--- config.mk ---
export PLATFORM = sky130hd
export DESIGN_NAME = two_field_decimal_parser_core
export DESIGN_NICKNAME = d
export VERILOG_FILES = /design/src/sv/tfdp_pkg.sv /design/src/sv/two_field_decimal_parser_core.sv /design/src/sv/tfdp_front.sv /design/src/sv/tfdp_back.sv
export SDC_FILE = /design/constraint.sdc
export NUM_CORES = 1
export LEC_CHECK = 0
export BUFFER_PORTS_ARGS = -buffer_cell sky130_fd_sc_hd__buf_2
export CAP_MARGIN = 20
export CELL_PAD_IN_SITES_DETAIL_PLACEMENT = 1
export CELL_PAD_IN_SITES_GLOBAL_PLACEMENT = 1
export CORE_MARGIN = 5
export CORE_UTILIZATION = 50
export DETAILED_ROUTE_END_ITERATION = 12
export HOLD_SLACK_MARGIN = 0.15
export PLACE_DENSITY = 0.84
export SLEW_MARGIN = 15
export SYNTH_ARGS = -nofsm -noshare
export SYNTH_HDL_FRONTEND = slang
export SYNTH_HIERARCHICAL = 1
export SYNTH_SLANG_ARGS = --single-unit
--- constraint.sdc ---
create_clock -name clk -period 9.4 [get_ports clk]
set_clock_uncertainty 0.2 [all_clocks]
set_input_delay 2.82 -clock clk [delete_from_list [all_inputs] [get_ports clk]]
set_output_delay 2.82 -clock clk [all_outputs]
set_load 0.01 [all_outputs]
--- src/sv/tfdp_pkg.sv ---
package tfdp_pkg;

  // Width of one character and of one parsed value.
  localparam int CHAR_BITS  = 8;
  localparam int VALUE_BITS = 32;
  localparam int MAG_BITS   = VALUE_BITS - 1;
  // The accumulator times ten plus one digit fits in four more bits.
  localparam int ACC_BITS   = MAG_BITS + 4;
  localparam int DIGIT_BITS = 4;
  localparam int COUNT_BITS = 2;

  // Largest magnitude; accumulation saturates here.
  localparam logic [MAG_BITS-1:0] MAG_MAX = {MAG_BITS{1'b1}};

  // Characters with a meaning to the parser.
  localparam logic [CHAR_BITS-1:0] CHAR_NUL   = 8'h00;
  localparam logic [CHAR_BITS-1:0] CHAR_SPACE = 8'h20;
  localparam logic [CHAR_BITS-1:0] CHAR_MINUS = 8'h2D;
  localparam logic [CHAR_BITS-1:0] CHAR_ZERO  = 8'h30;
  localparam logic [CHAR_BITS-1:0] CHAR_NINE  = 8'h39;

  // Class of one input character, decided by the front end.
  typedef enum logic [2:0] {
    CLS_TERM  = 3'd0,
    CLS_SPACE = 3'd1,
    CLS_MINUS = 3'd2,
    CLS_DIGIT = 3'd3,
    CLS_OTHER = 3'd4
  } char_cls_t;

  // One classified word as it travels from the front end to the parser.
  typedef struct packed {
    logic                  valid;
    char_cls_t             cls;
    logic [DIGIT_BITS-1:0] digit;
  } char_word_t;

  // Parser phase, one-hot.
  typedef enum logic [3:0] {
    PH_IDLE   = 4'b0001,
    PH_SIGN   = 4'b0010,
    PH_DIGITS = 4'b0100,
    PH_SKIP   = 4'b1000
  } phase_t;

endpackage

--- src/sv/two_field_decimal_parser_core.sv ---
// Two-field decimal parser.
// Input channel: one ASCII character per word on ch, taken when push is high
// and full is low. A zero character ends the string. Space-separated tokens
// are parsed as signed decimal integers; the first FIELD_COUNT tokens count.
// Result channel: when empty is low, first_value and second_value show the
// oldest finished string; the word is taken when pop is high and empty is low.
// Throughput: one character per cycle while the result queue has room, through
// a classifying front end, a two-word queue and a parser that handles one word
// per cycle. A terminating zero passes through the front queue to the parser,
// which writes its result into the result queue; words queued ahead delay it.
// Digit accumulation is a combinational shift-and-add by ten with saturation.
// Reset clears both queues and all parser state; empty is high and full is
// low afterward. When the receiver stalls, up to two results wait in the
// result queue; a further terminator then waits in the front queue, which
// fills with two words and raises full until pop frees room.
module two_field_decimal_parser_core
  import tfdp_pkg::*;
#(
  parameter int FIELD_COUNT = 2
) (
  input  logic                         clk,
  input  logic                         rst,
  input  logic                         push,
  output logic                         full,
  input  logic [CHAR_BITS-1:0]         ch,
  output logic                         empty,
  input  logic                         pop,
  output logic signed [VALUE_BITS-1:0] first_value,
  output logic signed [VALUE_BITS-1:0] second_value
);

  char_word_t word;
  logic       word_take;

  // Front end: classify characters and queue them.
  tfdp_front u_front (
    .clk       (clk),
    .rst       (rst),
    .push      (push),
    .full      (full),
    .ch        (ch),
    .word_out  (word),
    .word_take (word_take)
  );

  // Back end: parse tokens and queue results.
  tfdp_back #(
    .FIELD_COUNT (FIELD_COUNT)
  ) u_back (
    .clk          (clk),
    .rst          (rst),
    .word_in      (word),
    .word_take    (word_take),
    .empty        (empty),
    .pop          (pop),
    .first_value  (first_value),
    .second_value (second_value)
  );

endmodule

--- src/sv/tfdp_front.sv ---
module tfdp_front
  import tfdp_pkg::*;
(
  input  logic                 clk,
  input  logic                 rst,
  input  logic                 push,
  output logic                 full,
  input  logic [CHAR_BITS-1:0] ch,
  output char_word_t           word_out,
  input  logic                 word_take
);

  localparam int DEPTH = 2;

  char_word_t            word_in;
  char_word_t            store [DEPTH];
  logic                  wr_ptr;
  logic                  rd_ptr;
  logic [1:0]            count;
  logic                  wr_en;
  logic                  rd_en;

  // Classify the incoming character.
  always_comb begin
    word_in.valid = 1'b1;
    word_in.digit = '0;
    if (ch == CHAR_NUL) begin
      word_in.cls = CLS_TERM;
    end else if (ch == CHAR_SPACE) begin
      word_in.cls = CLS_SPACE;
    end else if (ch == CHAR_MINUS) begin
      word_in.cls = CLS_MINUS;
    end else if (ch >= CHAR_ZERO && ch <= CHAR_NINE) begin
      word_in.cls   = CLS_DIGIT;
      word_in.digit = DIGIT_BITS'(ch - CHAR_ZERO);
    end else begin
      word_in.cls = CLS_OTHER;
    end
  end

  // Handshake of the short queue toward the parser.
  assign full  = (count == 2'(DEPTH));
  assign wr_en = push && !full;
  assign rd_en = word_out.valid && word_take;

  always_comb begin
    word_out       = store[rd_ptr];
    word_out.valid = (count != 2'd0);
  end

  // Queue storage.
  always_ff @(posedge clk) begin
    if (wr_en) begin
      store[wr_ptr] <= word_in;
    end
  end

  // Queue pointers and fill count.
  always_ff @(posedge clk) begin
    if (rst) begin
      wr_ptr <= 1'b0;
      rd_ptr <= 1'b0;
      count  <= 2'd0;
    end else begin
      if (wr_en) begin
        wr_ptr <= ~wr_ptr;
      end
      if (rd_en) begin
        rd_ptr <= ~rd_ptr;
      end
      if (wr_en && !rd_en) begin
        count <= count + 2'd1;
      end else if (rd_en && !wr_en) begin
        count <= count - 2'd1;
      end
    end
  end

endmodule

--- src/sv/tfdp_back.sv ---
module tfdp_back
  import tfdp_pkg::*;
#(
  parameter int FIELD_COUNT = 2
) (
  input  logic                         clk,
  input  logic                         rst,
  input  char_word_t                   word_in,
  output logic                         word_take,
  output logic                         empty,
  input  logic                         pop,
  output logic signed [VALUE_BITS-1:0] first_value,
  output logic signed [VALUE_BITS-1:0] second_value
);

  localparam int DEPTH = 2;

  phase_t                  phase, phase_next;
  logic [MAG_BITS-1:0]     magnitude, magnitude_next;
  logic                    negative, negative_next;
  logic [COUNT_BITS-1:0]   token_count, token_count_next;
  logic [VALUE_BITS-1:0]   first_held, first_held_next;
  logic [VALUE_BITS-1:0]   second_held, second_held_next;

  logic [VALUE_BITS-1:0]   res_first [DEPTH];
  logic [VALUE_BITS-1:0]   res_second [DEPTH];
  logic                    res_wr_ptr;
  logic                    res_rd_ptr;
  logic [1:0]              res_count;
  logic                    res_wr;
  logic                    res_rd;

  logic [MAG_BITS-1:0]     mag_base;
  logic [ACC_BITS-1:0]     acc_wide;
  logic [MAG_BITS-1:0]     mag_acc;
  logic [VALUE_BITS-1:0]   tok_value;
  logic [VALUE_BITS-1:0]   fin_value;
  logic                    fin_pending;
  logic                    is_term;
  logic                    is_digit;
  logic                    is_space;
  logic                    do_finish;
  logic                    finish_numeric;
  logic [VALUE_BITS-1:0]   emit_first;
  logic [VALUE_BITS-1:0]   emit_second;

  // A terminator waits until the result queue has room; other words always go.
  assign is_term   = (word_in.cls == CLS_TERM);
  assign is_digit  = (word_in.cls == CLS_DIGIT);
  assign is_space  = (word_in.cls == CLS_SPACE);
  assign res_wr    = word_in.valid && is_term && (res_count != 2'(DEPTH));
  assign word_take = word_in.valid && (!is_term || (res_count != 2'(DEPTH)));

  // Accumulate one decimal digit as shift-and-add, saturating at the maximum.
  assign mag_base = (phase == PH_DIGITS) ? magnitude : '0;
  assign acc_wide = ({4'b0, mag_base} << 3) + ({4'b0, mag_base} << 1)
                    + ACC_BITS'(word_in.digit);
  assign mag_acc  = (acc_wide > ACC_BITS'(MAG_MAX)) ? MAG_MAX : acc_wide[MAG_BITS-1:0];

  // Signed value of the token in progress.
  assign tok_value = negative ? (VALUE_BITS'(0) - {1'b0, magnitude}) : {1'b0, magnitude};

  // Fields presented when the string ends, with any open token closed.
  assign fin_pending = (phase == PH_SIGN) || (phase == PH_DIGITS);
  assign fin_value   = (phase == PH_DIGITS) ? tok_value : '0;
  assign emit_first  = (fin_pending && token_count == COUNT_BITS'(0)) ? fin_value : first_held;
  assign emit_second = (FIELD_COUNT > 1 && fin_pending && token_count == COUNT_BITS'(1))
                       ? fin_value : second_held;

  // Token parsing state machine.
  always_comb begin
    phase_next       = phase;
    magnitude_next   = magnitude;
    negative_next    = negative;
    token_count_next = token_count;
    first_held_next  = first_held;
    second_held_next = second_held;
    do_finish        = 1'b0;
    finish_numeric   = 1'b0;

    if (word_take) begin
      if (is_term) begin
        phase_next       = PH_IDLE;
        magnitude_next   = '0;
        negative_next    = 1'b0;
        token_count_next = '0;
        first_held_next  = '0;
        second_held_next = '0;
      end else begin
        case (phase)
          PH_IDLE: begin
            if (is_space || token_count >= COUNT_BITS'(FIELD_COUNT)) begin
              phase_next = PH_IDLE;
            end else if (word_in.cls == CLS_MINUS) begin
              negative_next = 1'b1;
              phase_next    = PH_SIGN;
            end else if (is_digit) begin
              magnitude_next = mag_acc;
              phase_next     = PH_DIGITS;
            end else begin
              do_finish  = 1'b1;
              phase_next = PH_SKIP;
            end
          end
          PH_SIGN: begin
            if (is_digit) begin
              magnitude_next = mag_acc;
              phase_next     = PH_DIGITS;
            end else begin
              do_finish  = 1'b1;
              phase_next = is_space ? PH_IDLE : PH_SKIP;
            end
          end
          PH_DIGITS: begin
            if (is_digit) begin
              magnitude_next = mag_acc;
            end else begin
              do_finish      = 1'b1;
              finish_numeric = 1'b1;
              phase_next     = is_space ? PH_IDLE : PH_SKIP;
            end
          end
          PH_SKIP: begin
            if (is_space) begin
              phase_next = PH_IDLE;
            end
          end
          default: begin
            phase_next = PH_IDLE;
          end
        endcase

        // Close the token: store its value in its field and count it.
        if (do_finish) begin
          if (token_count == COUNT_BITS'(0)) begin
            first_held_next = finish_numeric ? tok_value : '0;
          end else if (token_count == COUNT_BITS'(1) && FIELD_COUNT > 1) begin
            second_held_next = finish_numeric ? tok_value : '0;
          end
          token_count_next = token_count + COUNT_BITS'(1);
          magnitude_next   = '0;
          negative_next    = 1'b0;
        end
      end
    end
  end

  // Parser registers.
  always_ff @(posedge clk) begin
    if (rst) begin
      phase       <= PH_IDLE;
      magnitude   <= '0;
      negative    <= 1'b0;
      token_count <= '0;
      first_held  <= '0;
      second_held <= '0;
    end else begin
      phase       <= phase_next;
      magnitude   <= magnitude_next;
      negative    <= negative_next;
      token_count <= token_count_next;
      first_held  <= first_held_next;
      second_held <= second_held_next;
    end
  end

  // Result queue storage.
  always_ff @(posedge clk) begin
    if (res_wr) begin
      res_first[res_wr_ptr]  <= emit_first;
      res_second[res_wr_ptr] <= emit_second;
    end
  end

  // Result queue pointers and fill count.
  assign empty  = (res_count == 2'd0);
  assign res_rd = pop && !empty;

  always_ff @(posedge clk) begin
    if (rst) begin
      res_wr_ptr <= 1'b0;
      res_rd_ptr <= 1'b0;
      res_count  <= 2'd0;
    end else begin
      if (res_wr) begin
        res_wr_ptr <= ~res_wr_ptr;
      end
      if (res_rd) begin
        res_rd_ptr <= ~res_rd_ptr;
      end
      if (res_wr && !res_rd) begin
        res_count <= res_count + 2'd1;
      end else if (res_rd && !res_wr) begin
        res_count <= res_count - 2'd1;
      end
    end
  end

  assign first_value  = res_first[res_rd_ptr];
  assign second_value = res_second[res_rd_ptr];

endmodule

**Word level (Yosys, flattened, before mapping)**

Memory sizes are Yosys's and may differ from the RTL's. A register that Yosys moved wholly into a read port is not among the register bits.
Index checks and enable logic that the tools add are counted.

- Bits in writable memories: 142
- Output and inout bits: 66
- Memories kept: 3
- Word-level logic and storage cells: 160
- Input port bits: 12
- Bits in registers: 110

- Equal/unequal tests: 18
- Muxes and demuxes: 67
- Reduce and logical (&&, ||, !) cells: 43
- Order comparisons: 4
- Bitwise operators: 4
- Add/subtract/negate cells: 9

Memories:

| name | words | width | read ports | clocked after memory_dff | wr ports | RTL line | RTL |
|---|---|---|---|---|---|---|---|
| u_back.res_first | 2 | 32 | 1 | 1 | 1 | tfdp_back.sv:25 | `logic [VALUE_BITS-1:0] res_first [DEPTH];` |
| u_back.res_second | 2 | 32 | 1 | 1 | 1 | tfdp_back.sv:26 | `logic [VALUE_BITS-1:0] res_second [DEPTH];` |
| u_front.store | 2 | 7 | 1 | 1 | 1 | tfdp_front.sv:16 | `char_word_t store [DEPTH];` |

Operators with widths:

| kind | number |
|---|---|
| $mux W32 | 12 |
| $mux W31 | 7 |
| $pmux W31 S2 | 1 |
| $mux W4 | 12 |
| $add A34 B32 Y35 | 1 |
| $add A35 B4 Y35 | 1 |
| $gt A35 B31 Y1 const B | 1 |
| $sub A1 B31 Y32 const A | 1 |
| $mux W1 | 23 |
| $eq A8 B6 Y1 const B | 2 |
| $pmux W4 S4 | 1 |
| $logic_and A1 B1 Y1 | 13 |
| $mux W2 | 6 |
| $mux W3 | 4 |
| $reduce_and A4 Y1 | 3 |
| $reduce_bool A2 Y1 | 6 |
| $ge A8 B6 Y1 const B | 1 |
| $le A8 B6 Y1 const B | 1 |
| $logic_not A8 Y1 | 1 |
| $ne A4 B3 Y1 const B | 2 |
| $logic_not A1 Y1 | 7 |
| $add A2 B1 Y2 const B | 3 |
| $eq A3 B2 Y1 const B | 2 |
| $ne A3 B2 Y1 const B | 2 |
| 23 further kinds | 32 |

**Logic depth before layout (Yosys ltp)**

- Depth after elaboration: 12
- Mapped depth: 19
- Depth with buffers taken out: 16

**Hierarchy**

Netlist, hierarchy kept.

By module, submodules not included:

| module | instances | cells each | area an instance (sq um) | seq. area each (sq um) |
|---|---|---|---|---|
| tfdp_back | 1 | 1248 | 12470.7 | 5985.7 |
| tfdp_front | 1 | 65 | 838.3 | 520.5 |

**Least setup slack after synthesis**

OpenSTA, ideal clock, no wires.

- Path kind: reg2reg
- From: register (tool-made name)
- To: memory u_back.res_first[0][0], enable pin
- Arrival: 4.334 ns
- Data required time: 8.713 ns
- Period minus slack after synthesis: 5.020 ns
- Setup slack: 4.380 ns
- Setup time: 0.487 ns
- Buffers on the path: 2
- Stages on the path, launching flop included: 7
- Cell sequence: dfxtp_1 buf_2 mux2_2 clkbuf_1 nor3_1 nand3_1 nor2_1

RTL lines:

| what | RTL line |
|---|---|
| to (decl) | tfdp_back.sv:25 |

**Worst setup path in the final report**

- From: register u_back.phase[2]
- To: register u_back.magnitude[24]

- Word-level cells in the longest chain between the ends: 12
- Elaborated cells on any way between the ends: 22
- Classes of those cells: add/sub (2); order compare (1); eq/ne (5); mux (11); reduce/logical (3)

Ends and longest elaborated chain:

| what | RTL line | RTL |
|---|---|---|
| from (decl) | tfdp_back.sv:18 | `phase_t phase, phase_next;` |
| from (signal assigned) | tfdp_back.sv:158 | `phase <= phase_next;` |
| $eq A4 B3 Y1 | tfdp_back.sv:55, tfdp_back.sv:90 |  |
| $mux W31 | tfdp_back.sv:55 | `assign mag_base = (phase == PH_DIGITS) ? magnitude : '0;` |
| $add A34 B32 Y35 | tfdp_back.sv:56 | `assign acc_wide = ({4'b0, mag_base} << 3) + ({4'b0, mag_base} << 1)` |
| $add A35 B4 Y35 | tfdp_back.sv:57 | `+ ACC_BITS'(word_in.digit);` |
| $gt A35 B31 Y1 | tfdp_back.sv:58 | `assign mag_acc = (acc_wide > ACC_BITS'(MAG_MAX)) ? MAG_MAX : acc_wide[MAG_BITS-1:0];` |
| $mux W31 | tfdp_back.sv:58 |  |
| $mux W31 | tfdp_back.sv:97, tfdp_back.sv:106, tfdp_back.sv:115 |  |
| $mux W31 | tfdp_back.sv:94 | `end else if (word_in.cls == CLS_MINUS) begin` |
| $mux W31 | tfdp_back.sv:92 | `if (is_space \|\| token_count >= COUNT_BITS'(FIELD_COUNT)) begin` |
| $pmux W31 S2 | tfdp_back.sv:90 | `case (phase)` |
| $mux W31 | tfdp_back.sv:134 | `if (do_finish) begin` |
| $mux W31 | tfdp_back.sv:82 | `if (is_term) begin` |
| to (signal assigned) | tfdp_back.sv:159 | `magnitude <= magnitude_next;` |
| to (decl) | tfdp_back.sv:19 | `logic [MAG_BITS-1:0] magnitude, magnitude_next;` |

Several ways; a longest one is shown, not always the timed one. The select of a mux whose other input is x is not followed.
A chain may end at the register's enable or synchronous reset.

==> metrics.txt <==
IO Port Bufs=between 70 and 80; die footprint=between 0.02 and 0.03 sq mm; Die Y=173 microns; Crit path required time=~9.6 ns; CP startpoint=u_back/phase[2]$_SDFFE_PP0P_; Die X-Extent=~170 microns; total gr overflow=0; asr flop ratio synth=0; Startpoint Class=register; # rows=slightly below 60; fin. max-slew vios=0; critical path type=register to register; RR Endpoint=u_back/magnitude[24]$_SDFFE_PP0P_; worst hold path class=register to register; dpl cell area=0.0140 sq mm; area of the mapped netlist=0.0133 sq mm; CP max-delay cell=o31ai_4; Reg2Reg Depth=18; routed vias/inst=slightly above 6; #FFs+latches synth=~250; Hold Buf Count CTS=0; crit end category=register; RSZ-0062 raised after global routing=false; Synth Flop Type=edfxtp_1; fin crit period=5.39 ns; worst stage delay on the critical path=0.67 ns; Final ANT Viol Nets=0; initial antenna violation count=0; first-pass GRT wire length=roughly 60000 microns; syn_nets=1393; ant diodes=0; CP endpoint=u_back/magnitude[24]$_SDFFE_PP0P_; Resized Gates After CTS=0; pin count of the biggest net entering global routing=75; Total Wirelength=roughly 37000 microns; # H-tree levels=1; clock sinks=around 250; CP Cell Sequence=nor2b_1, buf_4, and2_1, nand2_1, xnor2_1, ha_1, a31o_2, ha_1, a211oi_1, o21ai_0, a21oi_1, o21bai_1, a221oi_1, nor4_1, mux2i_1, o31ai_4, buf_8, o211ai_1; Layout Cells excl Fill=between 1.5k and 2k; Seq/Total Area, Yosys=0.489; Final nets=1433; Worst R2R Start=u_back/phase[2]$_SDFFE_PP0P_; placed cells=1659; drt pass-1 iters=5; Slew headroom=0.199; Skew-Pair Late Insertion Delay=0.52 ns; Reg clk slew, reported paths=0.06 ns; vias post-DR=approximately 11k; Area Growth Syn to Fin=11.4%; layout cells sized above 1=0.177; crit-path most repeated cell=ha_1; Ys Warns=6; Worst-Margin Slew=between 1 and 1.5 ns; fin crit share=0.573; final instance area=between 0.01 and 0.015 sq mm; status=finished clean; leak pwr=roughly 5.6 nW; Syn Area/Cell=10.1 sq um; GP Congestion=0.913; CTS tree=done; I/O Pins=78; Root Driver=clkbuf_16; Post-synth EDFFs=approximately 140; cell area power density=between 200 and 250 mW/mm^2; peak supply drop=approximately 0.12 mV; number of setup buffers added after CTS=0; Final setup viols=0; Overall Global Routing Usage=0.236; wire length per cell=roughly 22 microns; setup slack, reg-to-reg=4.01 ns; Critical Path AT=about 5.6 ns; Hold Path Depth=2; max cap viols=0; endpoints failing hold=0; fin util=0.567; maximum clock path buffer count=3; Max Fanout on Critical Path=34; Post-Syn Instances=between 1k and 1.5k; Initial Util=0.509; vias in the first global route=10.9k; maximum clock rate=186 MHz; pre-CTS setup slack=between 4 and 5 ns; drt first-iter violations=around 760; core area=approximately 0.026 sq mm; Final HPWL DP=between 20000 and 25000 microns; cts bufs inserted=26; Setup TNS=0 ns; Remaining DRCs=0; post-synth cell types=74; final worst-path setup slack=~4.0 ns
==> sequential cells by signal, summed over array words and instances, names as in the netlist, named ones only <==
name,count
u_back/first_held,32
u_back/magnitude,31
u_back/negative,1
u_back/phase,4
u_back/res_count,2
u_back/res_first,64
u_back/res_rd_ptr,1
u_back/res_second,64
u_back/res_wr_ptr,1
u_back/second_held,32
u_back/token_count,2
u_front/count,2
u_front/rd_ptr,1
u_front/store,14
u_front/wr_ptr,1
==> through the flow <==
step	total power, mW	hold WS, ns
floorplan	1.82	0.233
global placement	2.04	0.243
detailed placement	2.06	0.250
CTS	3.10	0.260
global route	3.22	0.270
finish	3.09	0.256
==> worst min-delay path by stage <==
stage,start,end
detailed placement,u_back/second_held[22]$_SDFFE_PP0P_,u_back/second_held[22]$_SDFFE_PP0P_
CTS,u_back/second_held[22]$_SDFFE_PP0P_,u_back/second_held[22]$_SDFFE_PP0P_
floorplan,u_back/first_held[3]$_SDFFE_PP0P_,u_back/first_held[3]$_SDFFE_PP0P_
finish,u_back/second_held[18]$_SDFFE_PP0P_,u_back/second_held[18]$_SDFFE_PP0P_
global placement,u_back/first_held[5]$_SDFFE_PP0P_,u_back/first_held[5]$_SDFFE_PP0P_
global route,u_back/second_held[18]$_SDFFE_PP0P_,u_back/second_held[18]$_SDFFE_PP0P_
==> power by group <==
part           internal [mW]  leakage (nW)  switching, mW
Sequential              1.22          2.17         0.0364
Clock                  0.614         0.416          0.424
Combinational          0.276          3.04          0.522
Total                   2.11          5.63          0.982
==> logic make-up (layout without fill, tap and decap cells) <==
family	Yosys count	in the layout	share of synthesized area
and+or+nand+nor	451	451	0.160
xor gates and xnor gates	60	60	0.0406
adders and majority gates	68	68	0.0645
DFF	254	254	0.489
AOI/OAI and AO/OA	304	304	0.150
muxes	77	77	0.0650
buffers and inverters	99	159	0.0306
==> cells in the mapped netlist, drive strengths merged (19+ instances only) <==
| master | instances | area [sq um] |
|---|---|---|
| nand2 | 218 | 818 |
| dfxtp | 112 | 2240 |
| and3 | 34 | 213 |
| ha | 67 | 838 |
| a22oi | 19 | 143 |
| o31ai | 54 | 443 |
| xor2 | 36 | 330 |
| nor3 | 31 | 160 |
| xnor2 | 24 | 210 |
| edfxtp | 142 | 4260 |
| inv | 19 | 71.3 |
| buf | 25 | 129 |
| a21oi | 93 | 465 |
| clkbuf | 55 | 208 |
| mux2 | 75 | 845 |
| o21ai | 59 | 295 |
| nand3 | 47 | 235 |
| nor2 | 63 | 241 |
==> final cells by class <==
type                    count  area (sq um)
multi-input cells         960          6460
fillers                  2864         11300
well taps                 335           419
inverters                  19          71.3
repair buffers             92           503
clock buffers              40           764
clock inverters             8          95.1
flip-flops and latches    254          6510
==> per-layer routing <==
metal | vias up | wire (microns) | track usage
met5 | - | 0 | 0
met1 | 5286 | 16300 | 0.314
met3 | 64 | 1890 | 0.0299
met2 | 318 | 18200 | 0.413
met4 | 0 | 685 | 0.0565
li1 | 4901 | - | -
==> placed cells by master (no fill, tap or decap), types with 5 or more instances in the layout <==
cell type and count:
dfxtp_1 111, edfxtp_1 142, nand3_1 47, and2_1 8, buf_2 78, clkbuf_16 27, nand2b_1 5, a31oi_1 7
o21bai_1 8, o21ai_0 50, and3_1 34, nor3_1 29, clkbuf_1 9, nand4_1 5, mux2_2 75, o31ai_1 50
nor2_1 59, o21ai_1 7, o211ai_1 12, xnor2_1 24, ha_1 67, a22oi_1 19, or3_1 6, a21oi_1 93
buf_4 13, nor2b_1 6, a32o_1 8, xor2_1 34, inv_1 19, nand2_1 215, a21o_1 13
==> worst max-delay path, delay by kind of cell, from the launching register on <==
kind | cells | cell delay (ns)
compound gates | 8 | 2.49
simple gates | 4 | 0.89
buf+inv | 2 | 0.56
fa+ha+maj | 2 | 0.41
flops | 1 | 0.37
mux | 1 | 0.18
xor+xnor | 1 | 0.16
Power figures use the tool's default switching activity.
